--- src/rtl/esht_pkg.sv ---
package esht_pkg;

    // Channel and field geometry
    localparam int NumCh     = 5;
    localparam int HalfW     = 16;
    localparam int TotalW    = 48;
    localparam int IncW      = 34;
    localparam int MaskW     = 30;
    localparam int CountW    = 5;
    localparam int CfgW      = 5;
    localparam int ClockBit  = 14;
    localparam int HighHitW  = 14;

    // Stream payload widths
    localparam int InDataW   = 2 * HalfW + 2 * HalfW * NumCh;
    localparam int OutUsedW  = MaskW + CountW + 1 + TotalW * NumCh;
    localparam int OutDataW  = ((OutUsedW + 7) / 8) * 8;
    localparam int OutTotOfs = MaskW + CountW + 1;

    // Register reset value: alternate clear rule on channel 4 only
    localparam logic [CfgW-1:0] ClearRuleReset = CfgW'(16);

    // Saturation bounds of a running total
    localparam logic [TotalW-1:0] TotalMax = {1'b0, {(TotalW-1){1'b1}}};
    localparam logic [TotalW-1:0] TotalMin = {1'b1, {(TotalW-1){1'b0}}};

    typedef logic [HalfW-1:0]  t_half;
    typedef logic [TotalW-1:0] t_total;

    // Per-lane pipeline controls
    typedef struct packed {
        logic load;   // capture the item's increment, store its scaler words
        logic acc;    // add the held increment into the running total
    } t_lane_ctl;

endpackage

--- src/rtl/event_scaler_and_hit_tracker_core.sv ---
// Event scaler and hit tracker. Each input item is one detector event: two
// coincidence registers and five scaler channels split in 16-bit halves. Each
// result item carries the 30-bit crystal hit mask, its population count, the
// clock flag and five saturating 48-bit running totals. One item is taken per
// clock while the output is not stalled; each result passes through the
// two-stage channel lanes (increment stage, then accumulate stage). The output
// register holds a result under backpressure; one more item can still move
// into an empty increment stage. Write the clear-rule register only while idle.
module event_scaler_and_hit_tracker_core (
    input  logic                          i_clk,
    input  logic                          i_rst_n,
    // Configuration: clear_rule_mask
    input  logic                          i_cfg_valid,
    output logic                          o_cfg_ready,
    input  logic [esht_pkg::CfgW-1:0]     i_cfg_data,
    // Event items in
    input  logic                          s_axis_tvalid,
    output logic                          s_axis_tready,
    // coin_reg_low, coin_reg_high, ch0_count_low, ch0_count_high, ...,
    // ch4_count_low, ch4_count_high (16 bits each)
    input  logic [esht_pkg::InDataW-1:0]  s_axis_tdata,
    // Result items out
    output logic                          m_axis_tvalid,
    input  logic                          m_axis_tready,
    // hit_mask (30), hit_count (5), clock_flag (1), total_ch0..total_ch4
    // (48 each), zero pad (4)
    output logic [esht_pkg::OutDataW-1:0] m_axis_tdata
);
    import esht_pkg::*;

    logic [CfgW-1:0]    r_cfg;
    logic               r_s1_valid;
    logic [MaskW-1:0]   r_s1_mask;
    logic               r_s1_clk;
    logic               r_out_valid;
    logic [MaskW-1:0]   r_out_mask;
    logic [CountW-1:0]  r_out_count;
    logic               r_out_clk;
    logic [CountW-1:0]  n_out_count;

    logic               w_adv2;
    logic               w_adv1;
    t_lane_ctl          w_ctl;
    t_total             w_total [NumCh];
    t_half              w_coin_low;
    t_half              w_coin_high;

    // Stage enables: output slot free, then increment stage free
    assign w_adv2        = !r_out_valid || m_axis_tready;
    assign w_adv1        = !r_s1_valid || w_adv2;
    assign s_axis_tready = w_adv1;
    assign w_ctl.load    = s_axis_tvalid && w_adv1;
    assign w_ctl.acc     = r_s1_valid && w_adv2;

    assign w_coin_low  = s_axis_tdata[HalfW-1:0];
    assign w_coin_high = s_axis_tdata[2*HalfW-1:HalfW];

    // Configuration register
    assign o_cfg_ready = 1'b1;
    always_ff @(posedge i_clk) begin
        if (!i_rst_n) begin
            r_cfg <= ClearRuleReset;
        end else if (i_cfg_valid) begin
            r_cfg <= i_cfg_data;
        end
    end

    // Channel lanes
    for (genvar c = 0; c < NumCh; c++) begin : g_lane
        esht_lane u_lane (
            .i_clk   (i_clk),
            .i_rst_n (i_rst_n),
            .i_ctl   (w_ctl),
            .i_low   (s_axis_tdata[(2*c+2)*HalfW +: HalfW]),
            .i_high  (s_axis_tdata[(2*c+3)*HalfW +: HalfW]),
            .i_alt   (r_cfg[c]),
            .o_total (w_total[c])
        );
    end

    // Count the hit crystals
    always_comb begin
        n_out_count = '0;
        for (int i = 0; i < MaskW; i++) begin
            n_out_count = n_out_count + CountW'(r_s1_mask[i]);
        end
    end

    // Valid flags of both stages
    always_ff @(posedge i_clk) begin
        if (!i_rst_n) begin
            r_s1_valid  <= 1'b0;
            r_out_valid <= 1'b0;
        end else begin
            if (w_adv1) begin
                r_s1_valid <= s_axis_tvalid;
            end
            if (w_adv2) begin
                r_out_valid <= r_s1_valid;
            end
        end
    end

    // Hit payload through the two stages
    always_ff @(posedge i_clk) begin
        if (w_ctl.load) begin
            r_s1_mask <= {w_coin_high[HighHitW-1:0], w_coin_low};
            r_s1_clk  <= w_coin_high[ClockBit];
        end
        if (w_ctl.acc) begin
            r_out_mask  <= r_s1_mask;
            r_out_count <= n_out_count;
            r_out_clk   <= r_s1_clk;
        end
    end

    // Merge hit fields and lane totals into the result
    always_comb begin
        m_axis_tdata = '0;
        m_axis_tdata[MaskW-1:0]             = r_out_mask;
        m_axis_tdata[MaskW +: CountW]       = r_out_count;
        m_axis_tdata[MaskW + CountW]        = r_out_clk;
        for (int c = 0; c < NumCh; c++) begin
            m_axis_tdata[OutTotOfs + c*TotalW +: TotalW] = w_total[c];
        end
    end
    assign m_axis_tvalid = r_out_valid;

    // Checks
    a_count_matches: assert property (@(posedge i_clk) disable iff (!i_rst_n)
        r_out_valid |-> (r_out_count == CountW'($countones(r_out_mask))))
        else $error("hit count does not match hit mask");

    a_accept_fills_s1: assert property (@(posedge i_clk) disable iff (!i_rst_n)
        (s_axis_tvalid && s_axis_tready) |=> r_s1_valid)
        else $error("accepted item lost before increment stage");

    a_s1_moves_out: assert property (@(posedge i_clk) disable iff (!i_rst_n)
        (r_s1_valid && w_adv2) |=> r_out_valid)
        else $error("increment stage item not delivered to output");

    a_ready_when_empty: assert property (@(posedge i_clk) disable iff (!i_rst_n)
        !r_s1_valid |-> s_axis_tready)
        else $error("input stalled with empty increment stage");

endmodule

--- src/rtl/esht_lane.sv ---
module esht_lane (
    input  logic                i_clk,
    input  logic                i_rst_n,
    input  esht_pkg::t_lane_ctl i_ctl,
    input  esht_pkg::t_half     i_low,
    input  esht_pkg::t_half     i_high,
    input  logic                i_alt,
    output esht_pkg::t_total    o_total   // two's complement running total
);
    import esht_pkg::*;

    logic [HalfW-1:0]  r_prev_low;
    logic [HalfW-1:0]  r_prev_high;
    logic [IncW-1:0]   r_inc;
    logic [TotalW-1:0] r_total;
    logic [TotalW-1:0] n_total;

    logic [HalfW:0]    w_dl;
    logic              w_clear;
    logic [HalfW-1:0]  w_dh;
    logic [IncW-1:0]   w_inc;
    logic [TotalW:0]   w_sum;

    // Form the increment against the stored scaler words
    always_comb begin
        w_dl    = {1'b0, i_low} - {1'b0, r_prev_low};
        w_clear = r_prev_high > i_high;
        w_dh    = w_clear ? {{(HalfW-1){1'b0}}, i_alt} : (i_high - r_prev_high);
        w_inc   = {{(IncW-HalfW-1){w_dl[HalfW]}}, w_dl}
                + {{(IncW-2*HalfW){1'b0}}, w_dh, {HalfW{1'b0}}};
    end

    // Add and clamp to the signed total range
    always_comb begin
        w_sum = {r_total[TotalW-1], r_total}
              + {{(TotalW+1-IncW){r_inc[IncW-1]}}, r_inc};
        if (w_sum[TotalW] != w_sum[TotalW-1]) begin
            n_total = w_sum[TotalW] ? TotalMin : TotalMax;
        end else begin
            n_total = w_sum[TotalW-1:0];
        end
    end

    // Hold previous scaler words and the running total
    always_ff @(posedge i_clk) begin
        if (!i_rst_n) begin
            r_prev_low  <= '0;
            r_prev_high <= '0;
            r_total     <= '0;
        end else begin
            if (i_ctl.load) begin
                r_prev_low  <= i_low;
                r_prev_high <= i_high;
            end
            if (i_ctl.acc) begin
                r_total <= n_total;
            end
        end
    end

    // Increment register, payload only
    always_ff @(posedge i_clk) begin
        if (i_ctl.load) begin
            r_inc <= w_inc;
        end
    end

    assign o_total = r_total;

endmodule
--- config.mk ---
export PLATFORM = sky130hd
export DESIGN_NAME = event_scaler_and_hit_tracker_core
export DESIGN_NICKNAME = d
export VERILOG_FILES = /design/src/rtl/esht_pkg.sv /design/src/rtl/event_scaler_and_hit_tracker_core.sv /design/src/rtl/esht_lane.sv
export SDC_FILE = /design/constraint.sdc
export NUM_CORES = 2
export LEC_CHECK = 0
export BUFFER_PORTS_ARGS = -buffer_cell sky130_fd_sc_hd__buf_2
export CAP_MARGIN = 20
export CORE_AREA = 2 2 358 360
export DETAILED_ROUTE_END_ITERATION = 7
export DIE_AREA = 0 0 360 362
export SYNTH_ARGS = -nofsm -noshare
export SYNTH_HDL_FRONTEND = slang
export SYNTH_SLANG_ARGS = --single-unit
--- constraint.sdc ---
create_clock -name i_clk -period 18.6 [get_ports i_clk]
set_clock_uncertainty 0.15 [all_clocks]
set_input_delay 3.72 -clock i_clk [delete_from_list [all_inputs] [get_ports i_clk]]
set_output_delay 3.72 -clock i_clk [all_outputs]
set_load 0.02 [all_outputs]
==> results.ini <==
[run_status]
status=complete, no violations

[grt]
grt-ovfl-total=0
antenna_found_initial=29
grt_pass1_wl_mm=213
grt_max_degree=198
grt_usage=0.201
first_global_vias=39257

[routing]
remaining_drc_errors=0
routed_wl_mm=134
dr.pass1.iters=5
drt_iter0_drc=2551
vias=41186
drtAntennaViolNets=0
vias_per_cell=5.31
avgRoutedWirePerCell_um=17.3

[placement]
dp_hpwl_mm=98.3
numPortBuffers=478
place_area_um2=51500
gp_congestion=0.896
dp_worst_setup_slack_ps=8390

[worst_setup_path]
start_kind=primary input
crit_family=compound AO/OA/AOI/OAI gates
cp.arrival_ps=9800
critPathSlowestCell=inv_1
max_stage_delay_ps=520
cp_max_fo=18
criticalPathCategory=primary input to flop
end_kind=flop
required_ps=18870
cp_common_cell=inv_1
critPathBufInv=5

[die]
core_area_um2=127000
fp.dieW_um=360
die_area_um2=130000
boundaryPins=485
die_h_um=362
start_util=0.377
fp-row-count=131

[clock_network]
cts_tree=built
numCtsBuffers=86
clock_sink_count=644
cts-root-buf=clkbuf_16
cts_resized=0
clk-insertion-delay-late_ps=690
clkTransAtPathRegs_ps=60
hold_buffers=0
clockBufferDepth=3
postCtsSetupRepairBufs=0
htree_num_levels=3

[logic_synthesis]
synth-seq-cells=644
synthAdderAreaFrac=0.166
synth_top_family_by_area=compound AO/OA/AOI/OAI gates
yosysWarnings=0
synth-simple-area-share=0.127
synth_compound_area_frac=0.254
synth_edf_count=237
ys_async_sr_fraction=0
ys_seq_area_frac=0.320
synthesis.area_um2=47800
synth_flop_cell=dfxtp_1
syn_area_per_cell_um2=8.40
syn-instance-count=5687
synth_xor_area_frac=0.0769
synthMuxAreaShare=0.00212
yosysUniqueCellTypes=97

[final_layout]
final_nets=6754
area_growth_syn_to_layout_pct=13.9
drive_above_1_share=0.115
finalInstanceArea_um2=54400
nFillCells=12736
multi_input_area_um2=30100
area.sequential_um2=15300

[timing]
finalSetupViolations=0
slew_headroom=0.286
whs_ps=293
tightest_slew_ps=1070
final.setup.worst_slack_ps=9060
fin_tns_setup_ps=0
hold_viol_final=0
max_freq_ghz=0.105
maxSlewViolCount=0
post-route-period-util=0.513
grt_setup_unrepaired=false
min_period_ps=9540

[pwr]
power_density_nw_per_um2=115
power_leakage_nw=24.0
ir_worst_vdd_v=0.000120

[job]
maxCapViolations=0

[hold_path]
min_path_type=flop to flop

routing by layer:
| layer | wire (um) | GRT usage |
|---|---|---|
| met4 | 4110 | 0.0720 |
| met1 | 61900 | 0.260 |
| met2 | 60400 | 0.327 |
| met5 | 172 | 0 |
| met3 | 7770 | 0.0439 |
state kept, by name (all words and copies together) (netlist names):
name,flops
g_lane.u_lane.o_total,240
g_lane.u_lane.r_inc,170
g_lane.u_lane.r_prev_high,80
g_lane.u_lane.r_prev_low,80
r_out_mask,30
r_s1_mask,30
r_cfg,5
r_out_count,5
m_axis_tvalid,1
r_out_clk,1
r_s1_clk,1
r_s1_valid,1
cells by family after synthesis:
family          after synthesis
compound gates             2016
xor+xnor                    416
fa+ha+maj                   627
buf+inv                     644
flops                       644
mux                          10
other cells                   2
simple gates               1328
path summary, 6_finish.rpt:
path	startpoint	to	slack (ps)	cells past startpoint
max	s_axis_tdata[64]	g_lane[1].u_lane.r_inc[32]$_DFFE_PP_	9060	30
min	r_s1_clk$_DFFE_PP_	r_out_clk$_DFFE_PP_	290	0
max reg2reg	g_lane[1].u_lane.r_prev_low[2]$_SDFFE_PN0P_	g_lane[1].u_lane.r_inc[32]$_DFFE_PP_	11880	28
min reg2reg	r_s1_clk$_DFFE_PP_	r_out_clk$_DFFE_PP_	290	0
through the flow:
step,cells,utilization,total power [W]
floorplan,5690,-,0.00393
global placement,7587,0.406,0.00452
detailed placement,7588,0.406,0.00456
CTS,7745,0.429,0.00632
global route,7753,0.429,0.00673
finish,7755,0.429,0.00627
layout by cell type, fill, tap and decap left out, drive strengths merged, types with 10 or more instances in the layout:
cell type  instances
a211oi            34
a21boi           189
a21o             190
a21oi            718
a31oi             40
a41oi             12
and2              21
and3              45
buf              501
bufinv            11
clkbuf           111
clkinv            30
dfxtp            407
edfxtp           237
fa                42
ha               493
inv              385
maj3              92
nand2            549
nand2b            63
nand3             96
nand4             48
nor2             285
nor2b             79
nor3              74
nor4              10
o2111ai           13
o211a             10
o211ai            28
o21a              40
o21ai            597
o21bai            45
o31ai             10
or2               11
or3               14
xnor2            272
xor2             144
power by group:
group          switching [W]  total, W  internal, W
Sequential          0.000124   0.00182      0.00170
Clock               0.000669   0.00171      0.00104
Combinational        0.00164   0.00274      0.00110
Total                0.00243   0.00627      0.00384
final cells by class:
cell class	count	area share
flip-flops and latches	644	0.281
multi-input cells	4402	0.553
well taps	1662	0.0382
diodes	7	0.000322
inverters	382	0.0266
clock inverters	46	0.00934
clock buffers	111	0.0434
repair buffers	501	0.0488
Yosys cell counts, types with 10 or more instances:
cell         n  area [um2]
dfxtp_1    407        8150
maj3_2      16         180
fa_1        42         841
a31oi_1     39         244
o21bai_1    45         338
nor2b_1     79         494
ha_1       493        6170
a41oi_1     12         105
edfxtp_1   237        7120
maj3_1      76         761
nor3_1      74         370
a21oi_1    716        3580
a21o_1     190        1430
a211oi_1    32         240
o211ai_1    25         188
a21boi_0   187        1400
o21ai_1     28         140
nand2_1    549        2060
and2_1      21         131
inv_1      381        1430
buf_2       18        90.1
nand3_1     96         480
xnor2_1    271        2370
o21a_1      40         300
clkbuf_1   209         785
nor2_1     284        1070
nand2b_1    63         394
or3_1       14        87.6
o2111ai_1   13         114
nand4_1     48         300
and3_1      45         282
or2_2       10        62.6
nor4_1      10        62.6
xor2_1     141        1230
o211a_1     10         100
o21ai_0    568        2840
worst reg2reg max path, delay by kind of cell (launching register included):
| kind | cells | cell delay (ps) |
|---|---|---|
| and+or+nand+nor | 5 | 830 |
| AOI/OAI and AO/OA | 15 | 3300 |
| buffers and inverters | 4 | 700 |
| xor gates and xnor gates | 1 | 90 |
| DFF | 1 | 330 |
| adders and majority gates | 3 | 1040 |
No activity file was read; power rests on OpenSTA's default activity.
